<file path="src/sv/fcs_pkg.sv">
package fcs_pkg;

	// default sizing
	localparam int WORD_COUNT_DEF = 4;
	localparam int TIMER_BITS_DEF = 16;

	// frame layout: two header bytes, sequence, device id, then the words and a checksum
	localparam int HDR_LEN = 4;
	localparam logic [7:0] HDR_BYTE = 8'hA5;

	// configuration registers
	localparam int CFG_W = 16;
	localparam int CFG_IDX_W = 2;
	localparam logic [CFG_IDX_W-1:0] CFG_RESEND_INTERVAL = 2'd0;
	localparam logic [CFG_IDX_W-1:0] CFG_MAX_WAIT = 2'd1;
	localparam logic [CFG_W-1:0] RESEND_INTERVAL_RST = 16'd10;
	localparam logic [CFG_W-1:0] MAX_WAIT_RST = 16'd100;

	typedef enum logic [1:0] {
		OP_TICK     = 2'd0,
		OP_RX_BYTE  = 2'd1,
		OP_SEND     = 2'd2,
		OP_SEND_ACK = 2'd3
	} op_t;

	typedef enum logic [1:0] {
		KIND_BYTE    = 2'd0,
		KIND_ACK     = 2'd1,
		KIND_TIMEOUT = 2'd2
	} kind_t;

	// launch request from control to the serializer
	typedef struct packed {
		logic  frame;
		logic  status;
		kind_t kind;
	} ser_req_t;

endpackage

</file>
<file path="src/sv/fcs_ctrl.sv">
module fcs_ctrl import fcs_pkg::*; #(
	parameter int WORD_COUNT = WORD_COUNT_DEF,
	parameter int TIMER_BITS = TIMER_BITS_DEF
) (
	input  logic                      clk,
	input  logic                      arst_n,
	input  logic                      cfg_we,
	input  logic [CFG_IDX_W-1:0]      cfg_idx,
	input  logic [CFG_W-1:0]          cfg_wdata,
	input  logic                      item_valid,
	input  op_t                       op,
	input  logic [7:0]                dev,
	input  logic [32*WORD_COUNT-1:0]  words,
	input  logic [7:0]                rx,
	input  logic                      ser_free,
	output logic                      item_take,
	output ser_req_t                  req,
	output logic [7:0]                seq,
	output logic [7:0]                held_dev,
	output logic [32*WORD_COUNT-1:0]  held_words
);

	localparam int CMP_W = (TIMER_BITS > CFG_W) ? TIMER_BITS : CFG_W;

	logic [CFG_W-1:0]         resend_q, max_wait_q;
	logic [7:0]               seq_q, seq_d;
	logic                     wait_q, wait_d;
	logic [TIMER_BITS-1:0]    t_start_q, t_start_d, t_send_q, t_send_d;
	logic [TIMER_BITS-1:0]    t_start_inc, t_send_inc;
	logic [7:0]               held_dev_q;
	logic [32*WORD_COUNT-1:0] held_words_q;
	logic                     hold_we;
	logic                     start_over, send_over;

	// saturating tick counters and limit compares
	assign t_start_inc = (&t_start_q) ? t_start_q : t_start_q + TIMER_BITS'(1);
	assign t_send_inc  = (&t_send_q) ? t_send_q : t_send_q + TIMER_BITS'(1);
	assign start_over  = CMP_W'(t_start_inc) > CMP_W'(max_wait_q);
	assign send_over   = CMP_W'(t_send_inc) > CMP_W'(resend_q);

	// one item is taken only when its result can be launched
	assign item_take = item_valid && ser_free;

	// item decode and state update
	always_comb begin
		seq_d     = seq_q;
		wait_d    = wait_q;
		t_start_d = t_start_q;
		t_send_d  = t_send_q;
		hold_we   = 1'b0;
		req       = '0;
		req.kind  = KIND_BYTE;
		if (item_take) begin
			case (op)
				OP_TICK: begin
					if (wait_q) begin
						t_start_d = t_start_inc;
						t_send_d  = t_send_inc;
						if (start_over) begin
							wait_d     = 1'b0;
							req.status = 1'b1;
							req.kind   = KIND_TIMEOUT;
						end else if (send_over) begin
							t_send_d  = '0;
							seq_d     = seq_q + 8'd1;
							req.frame = 1'b1;
						end
					end
				end
				OP_RX_BYTE: begin
					if (wait_q && rx == seq_q) begin
						wait_d     = 1'b0;
						req.status = 1'b1;
						req.kind   = KIND_ACK;
					end
				end
				OP_SEND, OP_SEND_ACK: begin
					if (!wait_q) begin
						hold_we   = 1'b1;
						seq_d     = seq_q + 8'd1;
						req.frame = 1'b1;
						if (op == OP_SEND_ACK) begin
							wait_d    = 1'b1;
							t_start_d = '0;
							t_send_d  = '0;
						end
					end
				end
				default: ;
			endcase
		end
	end

	// control state and configuration registers
	always_ff @(posedge clk or negedge arst_n) begin
		if (!arst_n) begin
			seq_q      <= '0;
			wait_q     <= 1'b0;
			t_start_q  <= '0;
			t_send_q   <= '0;
			resend_q   <= RESEND_INTERVAL_RST;
			max_wait_q <= MAX_WAIT_RST;
		end else begin
			seq_q     <= seq_d;
			wait_q    <= wait_d;
			t_start_q <= t_start_d;
			t_send_q  <= t_send_d;
			if (cfg_we) begin
				case (cfg_idx)
					CFG_RESEND_INTERVAL: resend_q   <= cfg_wdata;
					CFG_MAX_WAIT:        max_wait_q <= cfg_wdata;
					default: ;
				endcase
			end
		end
	end

	// held command for resends
	always_ff @(posedge clk) begin
		if (hold_we) begin
			held_dev_q   <= dev;
			held_words_q <= words;
		end
	end

	assign seq        = seq_q;
	assign held_dev   = held_dev_q;
	assign held_words = held_words_q;

endmodule

</file>
<file path="src/sv/fcs_ser.sv">
module fcs_ser import fcs_pkg::*; #(
	parameter int WORD_COUNT = WORD_COUNT_DEF
) (
	input  logic                      clk,
	input  logic                      arst_n,
	input  ser_req_t                  req,
	input  logic [7:0]                seq,
	input  logic [7:0]                dev,
	input  logic [32*WORD_COUNT-1:0]  words,
	output logic                      free,
	output logic                      m_tvalid,
	input  logic                      m_tready,
	output logic [7:0]                m_tdata,
	output logic [1:0]                m_tuser,
	output logic                      m_tlast
);

	localparam int FRAME_LEN = HDR_LEN + 4 * WORD_COUNT + 1;
	localparam int IDX_W = $clog2(FRAME_LEN);
	localparam int BYTE_W = $clog2(4 * WORD_COUNT);
	localparam logic [IDX_W-1:0] IDX_HDR1  = IDX_W'(1);
	localparam logic [IDX_W-1:0] IDX_SEQ   = IDX_W'(2);
	localparam logic [IDX_W-1:0] IDX_DEV   = IDX_W'(3);
	localparam logic [IDX_W-1:0] IDX_WORD0 = IDX_W'(HDR_LEN);
	localparam logic [IDX_W-1:0] IDX_SUM   = IDX_W'(FRAME_LEN - 1);

	logic [4*WORD_COUNT-1:0][7:0] word_bytes;
	logic             busy_q, valid_q, last_q;
	logic [IDX_W-1:0] idx_q, word_off;
	logic [7:0]       sum_q, byte_q, cur_byte;
	kind_t            kind_q;
	logic             ld, in_sum;

	assign word_bytes = words;
	assign ld   = !valid_q || m_tready;
	assign free = !busy_q && ld;

	// byte select for the current frame position
	assign word_off = idx_q - IDX_WORD0;
	assign in_sum   = (idx_q >= IDX_SEQ) && (idx_q != IDX_SUM);
	always_comb begin
		if (idx_q == IDX_SEQ) begin
			cur_byte = seq;
		end else if (idx_q == IDX_DEV) begin
			cur_byte = dev;
		end else if (idx_q == IDX_SUM) begin
			cur_byte = sum_q;
		end else if (idx_q >= IDX_WORD0) begin
			cur_byte = word_bytes[word_off[BYTE_W-1:0]];
		end else begin
			cur_byte = HDR_BYTE;
		end
	end

	// output valid and frame busy flag
	always_ff @(posedge clk or negedge arst_n) begin
		if (!arst_n) begin
			busy_q  <= 1'b0;
			valid_q <= 1'b0;
		end else if (busy_q && ld) begin
			valid_q <= 1'b1;
			if (idx_q == IDX_SUM) begin
				busy_q <= 1'b0;
			end
		end else if (req.frame) begin
			valid_q <= 1'b1;
			busy_q  <= 1'b1;
		end else if (req.status) begin
			valid_q <= 1'b1;
		end else if (m_tready) begin
			valid_q <= 1'b0;
		end
	end

	// result register, position counter and running checksum
	always_ff @(posedge clk) begin
		if (busy_q && ld) begin
			byte_q <= cur_byte;
			kind_q <= KIND_BYTE;
			last_q <= (idx_q == IDX_SUM);
			idx_q  <= idx_q + IDX_W'(1);
			if (in_sum) begin
				sum_q <= sum_q + cur_byte;
			end
		end else if (req.frame) begin
			// first header byte goes out on launch
			byte_q <= HDR_BYTE;
			kind_q <= KIND_BYTE;
			last_q <= 1'b0;
			idx_q  <= IDX_HDR1;
			sum_q  <= '0;
		end else if (req.status) begin
			byte_q <= '0;
			kind_q <= req.kind;
			last_q <= 1'b1;
		end
	end

	assign m_tvalid = valid_q;
	assign m_tdata  = byte_q;
	assign m_tuser  = kind_q;
	assign m_tlast  = last_q;

endmodule

</file>
<file path="src/sv/framed_command_sender_with_ack_retry.sv">
// Command frame sender with acknowledge and retransmit.
// Input stream (s_*): one request per item; tuser carries the operation
// (tick, received byte, send once, send awaiting acknowledge), tdata the
// device id, the command words and the received byte.
// Output stream (m_*): the results of each item; tuser carries the kind (frame
// byte, acknowledge, timeout), tdata the frame byte, tlast marks the final
// frame byte and every status result.
// Configuration channel (cfg_*): index 0 resend interval, index 1 maximum
// wait, both in ticks; writes are taken in any cycle and should be done
// while the block is idle.
// The first result of a request passes the input register and the result
// register. A send occupies the serializer for 4*WORD_COUNT+5 bytes (21
// at four words), one byte per cycle while the receiver does not stall;
// ticks or bytes that give no result are taken one per cycle. The frame
// serializer sets the rate: a new request is taken only when it is free.
// Reset clears the sequence number, the wait flag and both timers, and
// loads the register defaults (10 and 100). When the receiver stalls, the
// result register holds, the serializer waits, and the input register
// fills and then drops s_tready.
module framed_command_sender_with_ack_retry import fcs_pkg::*; #(
	parameter int WORD_COUNT = WORD_COUNT_DEF,
	parameter int TIMER_BITS = TIMER_BITS_DEF
) (
	input  logic                         clk,
	input  logic                         arst_n,
	input  logic                         s_tvalid,
	output logic                         s_tready,
	// dev_id[7:0], cmd_word0..cmd_word(N-1) 32 bits each, rx_byte[7:0]
	input  logic [32*WORD_COUNT+15:0]    s_tdata,
	// op[1:0]
	input  logic [1:0]                   s_tuser,
	output logic                         m_tvalid,
	input  logic                         m_tready,
	// tx_byte[7:0]
	output logic [7:0]                   m_tdata,
	// kind[1:0]
	output logic [1:0]                   m_tuser,
	output logic                         m_tlast,
	input  logic                         cfg_valid,
	output logic                         cfg_ready,
	input  logic [CFG_IDX_W-1:0]         cfg_index,
	input  logic [CFG_W-1:0]             cfg_data
);

	localparam int WORDS_W = 32 * WORD_COUNT;

	logic               valid_s1;
	op_t                op_s1;
	logic [7:0]         dev_s1, rx_s1;
	logic [WORDS_W-1:0] words_s1;
	logic               take, ser_free;
	ser_req_t           req;
	logic [7:0]         seq, held_dev;
	logic [WORDS_W-1:0] held_words;

	assign cfg_ready = 1'b1;
	assign s_tready  = !valid_s1 || take;

	// input register
	always_ff @(posedge clk or negedge arst_n) begin
		if (!arst_n) begin
			valid_s1 <= 1'b0;
		end else if (s_tvalid && s_tready) begin
			valid_s1 <= 1'b1;
		end else if (take) begin
			valid_s1 <= 1'b0;
		end
	end

	always_ff @(posedge clk) begin
		if (s_tvalid && s_tready) begin
			op_s1    <= op_t'(s_tuser);
			dev_s1   <= s_tdata[7:0];
			words_s1 <= s_tdata[8 +: WORDS_W];
			rx_s1    <= s_tdata[8 + WORDS_W +: 8];
		end
	end

	fcs_ctrl #(
		.WORD_COUNT (WORD_COUNT),
		.TIMER_BITS (TIMER_BITS)
	) u_ctrl (
		.clk        (clk),
		.arst_n     (arst_n),
		.cfg_we     (cfg_valid && cfg_ready),
		.cfg_idx    (cfg_index),
		.cfg_wdata  (cfg_data),
		.item_valid (valid_s1),
		.op         (op_s1),
		.dev        (dev_s1),
		.words      (words_s1),
		.rx         (rx_s1),
		.ser_free   (ser_free),
		.item_take  (take),
		.req        (req),
		.seq        (seq),
		.held_dev   (held_dev),
		.held_words (held_words)
	);

	fcs_ser #(
		.WORD_COUNT (WORD_COUNT)
	) u_ser (
		.clk      (clk),
		.arst_n   (arst_n),
		.req      (req),
		.seq      (seq),
		.dev      (held_dev),
		.words    (held_words),
		.free     (ser_free),
		.m_tvalid (m_tvalid),
		.m_tready (m_tready),
		.m_tdata  (m_tdata),
		.m_tuser  (m_tuser),
		.m_tlast  (m_tlast)
	);

endmodule

</file>
<file path="config.mk">
export PLATFORM = sky130hd
export DESIGN_NAME = framed_command_sender_with_ack_retry
export DESIGN_NICKNAME = d
export VERILOG_FILES = /design/src/sv/fcs_pkg.sv /design/src/sv/fcs_ctrl.sv /design/src/sv/fcs_ser.sv /design/src/sv/framed_command_sender_with_ack_retry.sv
export SDC_FILE = /design/constraint.sdc
export NUM_CORES = 1
export LEC_CHECK = 0
export ABC_AREA = 1
export BUFFER_PORTS_ARGS = -buffer_cell sky130_fd_sc_hd__buf_4
export CAP_MARGIN = 20
export CORE_MARGIN = 2
export CORE_UTILIZATION = 45
export DETAILED_ROUTE_END_ITERATION = 8
export MAX_ROUTING_LAYER = met4
export PLACE_DENSITY_LB_ADDON = 0.25
export SLEW_MARGIN = 20
export SYNTH_ARGS = -nofsm -noshare
export SYNTH_HDL_FRONTEND = slang
export SYNTH_SLANG_ARGS = --single-unit
export TNS_END_PERCENT = 10
</file>
<file path="constraint.sdc">
create_clock -name clk -period 10.5 [get_ports clk]
set_clock_uncertainty 0.15 [all_clocks]
set_input_delay 1.575 -clock clk [delete_from_list [all_inputs] [get_ports clk]]
set_output_delay 1.575 -clock clk [all_outputs]
set_load 0.03 [all_outputs]
</file>
* Word level (Yosys, flattened, before mapping) *
Index checks and enable logic that the tools add are counted.

word-level totals
  flip-flop bits (word level) = 382
  input bits = 169
  output and inout port bits = 14
  word-level logic and storage cells = 135

operators by class
  $add $sub $neg = 6
  $lt $le $gt $ge = 5
  equal/unequal tests = 17
  muxes and demuxes = 58
  reduce and logical (&&, ||, !) cells = 29

operators with widths
  cell                                                                      number
  16-bit two-way mux                                                        8
  8-bit two-way mux                                                         15
  16-bit one-hot mux with 2 select lines                                    2
  16-bit by 1-bit adder with 16-bit output (second input constant)          2
  8-bit binary-select mux with 4-bit select                                 1
  16-bit > comparator                                                       2
  16-bit AND reduction                                                      2
  1-bit two-way mux                                                         22
  8-bit one-hot mux with 2 select lines                                     1
  2-bit by 1-bit inequality test with 1-bit output (second input constant)  6
  5-bit by 2-bit == test with 1-bit output (second input constant)          2
  5-bit two-way mux                                                         2
  2-bit AND reduction                                                       5
  8-bit by 1-bit adder with 8-bit output (second input constant)            1
  8-bit adder                                                               1
  8-bit == test                                                             1
  4-bit two-way mux                                                         2
  1-bit logical AND                                                         6
  3-bit two-way mux                                                         2
  3-bit one-hot mux with 2 select lines                                     1
  6-bit AND reduction                                                       1
  2-bit nonzero test                                                        3
  5-bit by 1-bit adder with 5-bit output (second input constant)            1
  5-bit == test (second input constant)                                     1
  17 further kinds                                                          25

* Depth between registers and ports, before layout *
  depth after elaboration = 11
  depth in mapped cells = 25
  gate-level depth less buffers = 24

* Cells and area by module *
A second synthesis with hierarchy kept.

unflattened totals
  cells, all modules = 1438
  area total of the unflattened synthesis = 16443.3 µm²

modules (own cells, without submodules)
  module                                times used  cells an instance  area each (µm²)  sequential area each (µm²)
  fcs_ctrl                              1           794                9052.4           5916.9
  framed_command_sender_with_ack_retry  1           154                4440.5           4409.2
  fcs_ser                               1           490                2950.3           750.7

* Worst setup path before layout *
OpenSTA, ideal clock, no wires.

  kind = input port to flip-flop
  start point = input port m_tready
  end point = register dev_s1[0], enable pin
  arrival time = 8.796 ns
  required time = 9.651 ns
  path slack = 0.855 ns
  stages on the path = 4
  path buffers = 0
  cell sequence = inv_1 nand2_1 nand2_1 a21oi_1

on the way
  word-level cells in the longest chain between the ends = 5

RTL lines
  element                 RTL line                                    RTL
  start: declaration      framed_command_sender_with_ack_retry.sv:33  input logic m_tready,
  1-bit logical OR        fcs_ser.sv:35                               assign ld = !valid_q || m_tready;
  1-bit logical AND       fcs_ser.sv:36                               assign free = !busy_q && ld;
  1-bit logical AND       fcs_ctrl.sv:42                              assign item_take = item_valid && ser_free;
  1-bit logical OR        framed_command_sender_with_ack_retry.sv:57  assign s_tready = !valid_s1 || take;
  1-bit logical AND       framed_command_sender_with_ack_retry.sv:71  if (s_tvalid && s_tready) begin
  end signal: assignment  framed_command_sender_with_ack_retry.sv:73  dev_s1 <= s_tdata[7:0];
  end: declaration        framed_command_sender_with_ack_retry.sv:49  logic [7:0] dev_s1, rx_s1;

Every way passes these cells.
A chain may end at the register's enable or synchronous reset.

* Worst setup path in the final report *
  start point = register u_ser.idx_q[0]
  end point = register u_ser.sum_q[7] (data pin)

on the way
  word-level cells in the longest chain between the ends = 10

RTL lines
  element                                      RTL line       RTL
  start: declaration                           fcs_ser.sv:29  logic [IDX_W-1:0] idx_q, word_off;
  start signal: assignment                     fcs_ser.sv:81  idx_q <= idx_q + IDX_W'(1);
  4-bit by 3-bit subtractor with 4-bit output  fcs_ser.sv:39  assign word_off = idx_q - IDX_WORD0;
  8-bit binary-select mux with 4-bit select    fcs_ser.sv:49  cur_byte = word_bytes[word_off[BYTE_W-1:0]];
  8-bit two-way mux (not written as such)      fcs_ser.sv:49
  8-bit two-way mux                            fcs_ser.sv:48  end else if (idx_q >= IDX_WORD0) begin
  8-bit two-way mux                            fcs_ser.sv:46  end else if (idx_q == IDX_SUM) begin
  8-bit two-way mux                            fcs_ser.sv:44  end else if (idx_q == IDX_DEV) begin
  8-bit two-way mux *                          fcs_ser.sv:42  if (idx_q == IDX_SEQ) begin
  8-bit adder *                                fcs_ser.sv:83  sum_q <= sum_q + cur_byte;
  8-bit two-way mux *                          fcs_ser.sv:82  if (in_sum) begin
  8-bit two-way mux *                          fcs_ser.sv:77  if (busy_q && ld) begin
  end signal: assignment                       fcs_ser.sv:83
  end: declaration                             fcs_ser.sv:30  logic [7:0] sum_q, byte_q, cur_byte;

Mark *: on every way between the ends. The rest lies on a longest branch, timed or not. The select of a mux whose other input is x is not followed.

==> summary.md <==
| Metric | Value |
|---|---|
| Hold path cells | 0 |
| Mapped Area | roughly 16000 um2 |
| Register share of total power | 0.417 |
| Reg-to-reg slack, setup | slightly below 6 ns |
| Skew-Pair Late Insertion Delay | between 0.5 and 0.6 ns |
| Antenna-violating nets left | 0 |
| Final WS setup | 5.76 ns |
| Final Hold Viols | 0 |
| H-Tree Level Count | 2 |
| CTS tree | done |
| Post-synth net total | between 1500 and 2000 |
| TritonCTS Buffers | roughly 40 |
| YS warnings | 0 |
| Hold Startpoint | words_s1[57] |
| Avg Cell Area, Syn | ~11 um2 |
| 1st-iter DRT viols | roughly 770 |
| First-pass DRT Iterations | 7 |
| First-pass GRT wire length | roughly 55 mm |
| CP peak stage delay | 0.60 ns |
| Met3 Usage GRT | 0.0279 |
| GR peak layer | met2 |
| Status | finished clean |
| CTS root buf | clkbuf_16 |
| DIE AREA | roughly 37000 um2 |
| Vias | roughly 10000 |
| Most frequent CP cell | nand2_1 |
| Clock transition at path regs | 0.06 ns |
| Core Util, Final | 0.547 |
| PwrDens | 261 nW/um2 |
| Die Span Y | roughly 190 um |
| Switching Share | 0.336 |
| Yosys top cell area share | 0.567 |
| RSZ-0062 raised after global routing | false |
| Clock power share | 0.292 |
| Crit path buf inv count | 4 |
| Worst IR Drop VDD | between 0.15 and 0.2 mV |
| Row count | 69 |
| Pint | about 3.4 mW |
| Setup Fix Bufs, Post-CTS | 0 |
| Final Cycle Share | 0.451 |
| Post-synthesis sequential area ratio | 0.687 |
| GRT Residual Overflow | 0 |
| Area delta synth->final | 20.2% |
| Wire per inst | 16.6 um |
| # clock sinks | approximately 380 |
| Vias in the first global route | 10400 |
| Fin area | between 15000 and 20000 um2 |
| Crit Path Class | reg -> reg |
| Post-synth EDFFs | 304 |
| Max Cap Viol | 0 |
| Synth top cells by count | edfxtp_1 (304), nand2_1 (250), inv_1 (162) |
| Hold Crit Class | reg -> reg |
| CTS Hold Buffers Added | 0 |
| Slew of the pin with the lowest slew margin | ~1.1 ns |
| Pre-CTS WS | 5.78 ns |
| Crit path cell chain | buf_4, inv_2, ha_1, nand3_1, inv_1, a31oi_2, nand3_1, nand2_1, nand3_1, and2_1, ha_1, inv_1, o21bai_1, nand2_1, o311ai_0, xor2_1, nand2_1, nand2_1, nor2_1 |
| Most frequent cell after synthesis | edfxtp_1 |
| Sw Pwr | 1.70 mW |
| Fraction of layout cells with a size suffix above 1 | 0.176 |
| I/O pins | 183 |
| Residual DRC count | 0 |
| # resized after CTS | 0 |
| Max Freq | 0.211 GHz |
| N_diodes | 0 |
| WP data required | about 11 ns |
| Family with the most delay on the worst path | buffers and inverters |
| Slew headroom | 0.282 |
| Top cells by area, synth | edfxtp_1 (57%), dfrtp_1 (11%), nand2_1 (5.8%), o21ai_0 (3.9%), inv_1 (3.8%) |
| Area leader, netlist | edfxtp_1 |
| Maximum clock path buffer count | 3 |
| Final setup viols | 0 |
| Chip Width | a little under 200 um |
| Final wirelength | 34.8 mm |
| Starting Density | 0.455 |
| Largest net degree at the start of global routing | slightly below 90 |
| Crit Path Max Fanout | 69 |
| Area of the core | between 30000 and 40000 um2 |
| CP startpoint | u_ser.idx_q[0] |
| RD Place Congestion | 0.887 |
| Seq cells post-synth | 382 |
| # port buffers | about 180 |
| Synth cell types | between 40 and 50 |
| RR Endpoint | u_ser.sum_q[7] |
| Ys flop type | edfxtp_1 |
| Met1 Use GR | 0.256 |
| Leak pwr | 8.04 nW |
| Nets | around 1800 |
| CP startpoint kind | flip-flop |
| Max Slew Vio Count | 0 |
| GRT Total Usage | 0.191 |
| Final HPWL DP | roughly 24 mm |
| Worst setup EP type | flip-flop |
| Setup TNS | 0 ns |
| Critical Path AT | roughly 5 ns |
| Cells after Synth | about 1400 |
| Sink of the worst hold path | u_ctrl.held_words[57] |
| Post-DP Area | 17900 um2 |
| Async S/R FF share, synth | 0.199 |
| Final Critical Period | between 4 and 5 ns |
| Cell depth of the worst flop-to-flop path | 19 |
| Critical-path top delay cell | inv_2 |
| Met2 Usage GRT | 0.305 |
| Vias per cell | about 5.0 |
| Gate power share | 0.291 |
| Initial antenna violation count | 0 |
| Critical R2R Launch | u_ser.idx_q[0] |
==> how the worst max path moves through the flow <==
stage	end	slack, ns	cells after the start
after floorplan	dev_s1[0]	0.85	4
after global placement	u_ser.sum_q[7]	5.91	17
after detailed placement	u_ser.sum_q[7]	5.78	17
after CTS	u_ser.sum_q[7]	5.75	17
after global routing	u_ser.sum_q[6]	5.22	21
final	u_ser.sum_q[7]	5.76	19
==> routing by layer <==
| metal | share of wire | vias up |
|---|---|---|
| met3 | 0.052 | 53 |
| met4 | 0.022 | 0 |
| met5 | 0 | - |
| met2 | 0.48 | 303 |
| li1 | - | 5169 |
| met1 | 0.45 | 4963 |
==> power groups by stage <==
stage | registers (mW) | clock network (mW) | logic [mW]
floorplan | 2.15 | 0 | 1.02
global placement | 2.13 | 0 | 1.44
detailed placement | 2.14 | 0 | 1.47
CTS | 2.11 | 1.51 | 1.48
global route | 2.13 | 1.57 | 1.67
finish | 2.11 | 1.48 | 1.47
==> layout make-up <==
class | instances | area [um2]
clock buffers | 52 | 1100
clock inverters | 23 | 294
fillers | 2982 | 16000
inverters | 170 | 638
multi-input cells | 815 | 4230
flip-flops and latches | 382 | 11100
well taps | 461 | 577
repair buffers | 191 | 1460
==> through the flow <==
step           hold WS (ns)  total power [mW]  cells
2_1_floorplan         0.250              3.17   1406
3_3_place_gp          0.250              3.57   2017
3_5_place_dp          0.255              3.61   2017
4_1_cts               0.266              5.10   2092
5_1_grt               0.267              5.38   2094
6_report              0.265              5.05   2094
==> state kept, by name (all words and copies together) (netlist names), 16 cells and up <==
signal             count
u_ctrl.t_send_q       16
u_ctrl.t_start_q      16
words_s1             128
u_ctrl.resend_q       16
u_ctrl.held_words    128
u_ctrl.max_wait_q     16
==> layout by cell type, fill, tap and decap left out, drive strengths merged, types with 4 or more instances in the layout <==
cell type / count
nand2: 255
edfxtp: 304
xor2: 25
a21oi: 49
clkbuf: 52
inv: 171
dfstp: 5
nor3: 20
bufinv: 6
a31oi: 4
nor2: 163
nor4: 4
nand4: 18
o22ai: 12
dfrtp: 71
buf: 191
o21ai: 147
clkinv: 15
and2: 4
nand3: 47
ha: 47
==> logic make-up (layout without fill, tap and decap cells) <==
kind of cell | Yosys count | count (layout) | share of synthesized area
and+or+nand+nor | 515 | 515 | 0.135
DFF | 382 | 382 | 0.687
AOI/OAI and AO/OA | 223 | 223 | 0.0732
buffers and inverters | 209 | 436 | 0.0515
adders and majority gates | 48 | 48 | 0.0377
xor gates and xnor gates | 28 | 28 | 0.0152
other | 1 | 1 | 0.000233
Power figures use the tool's default switching activity.
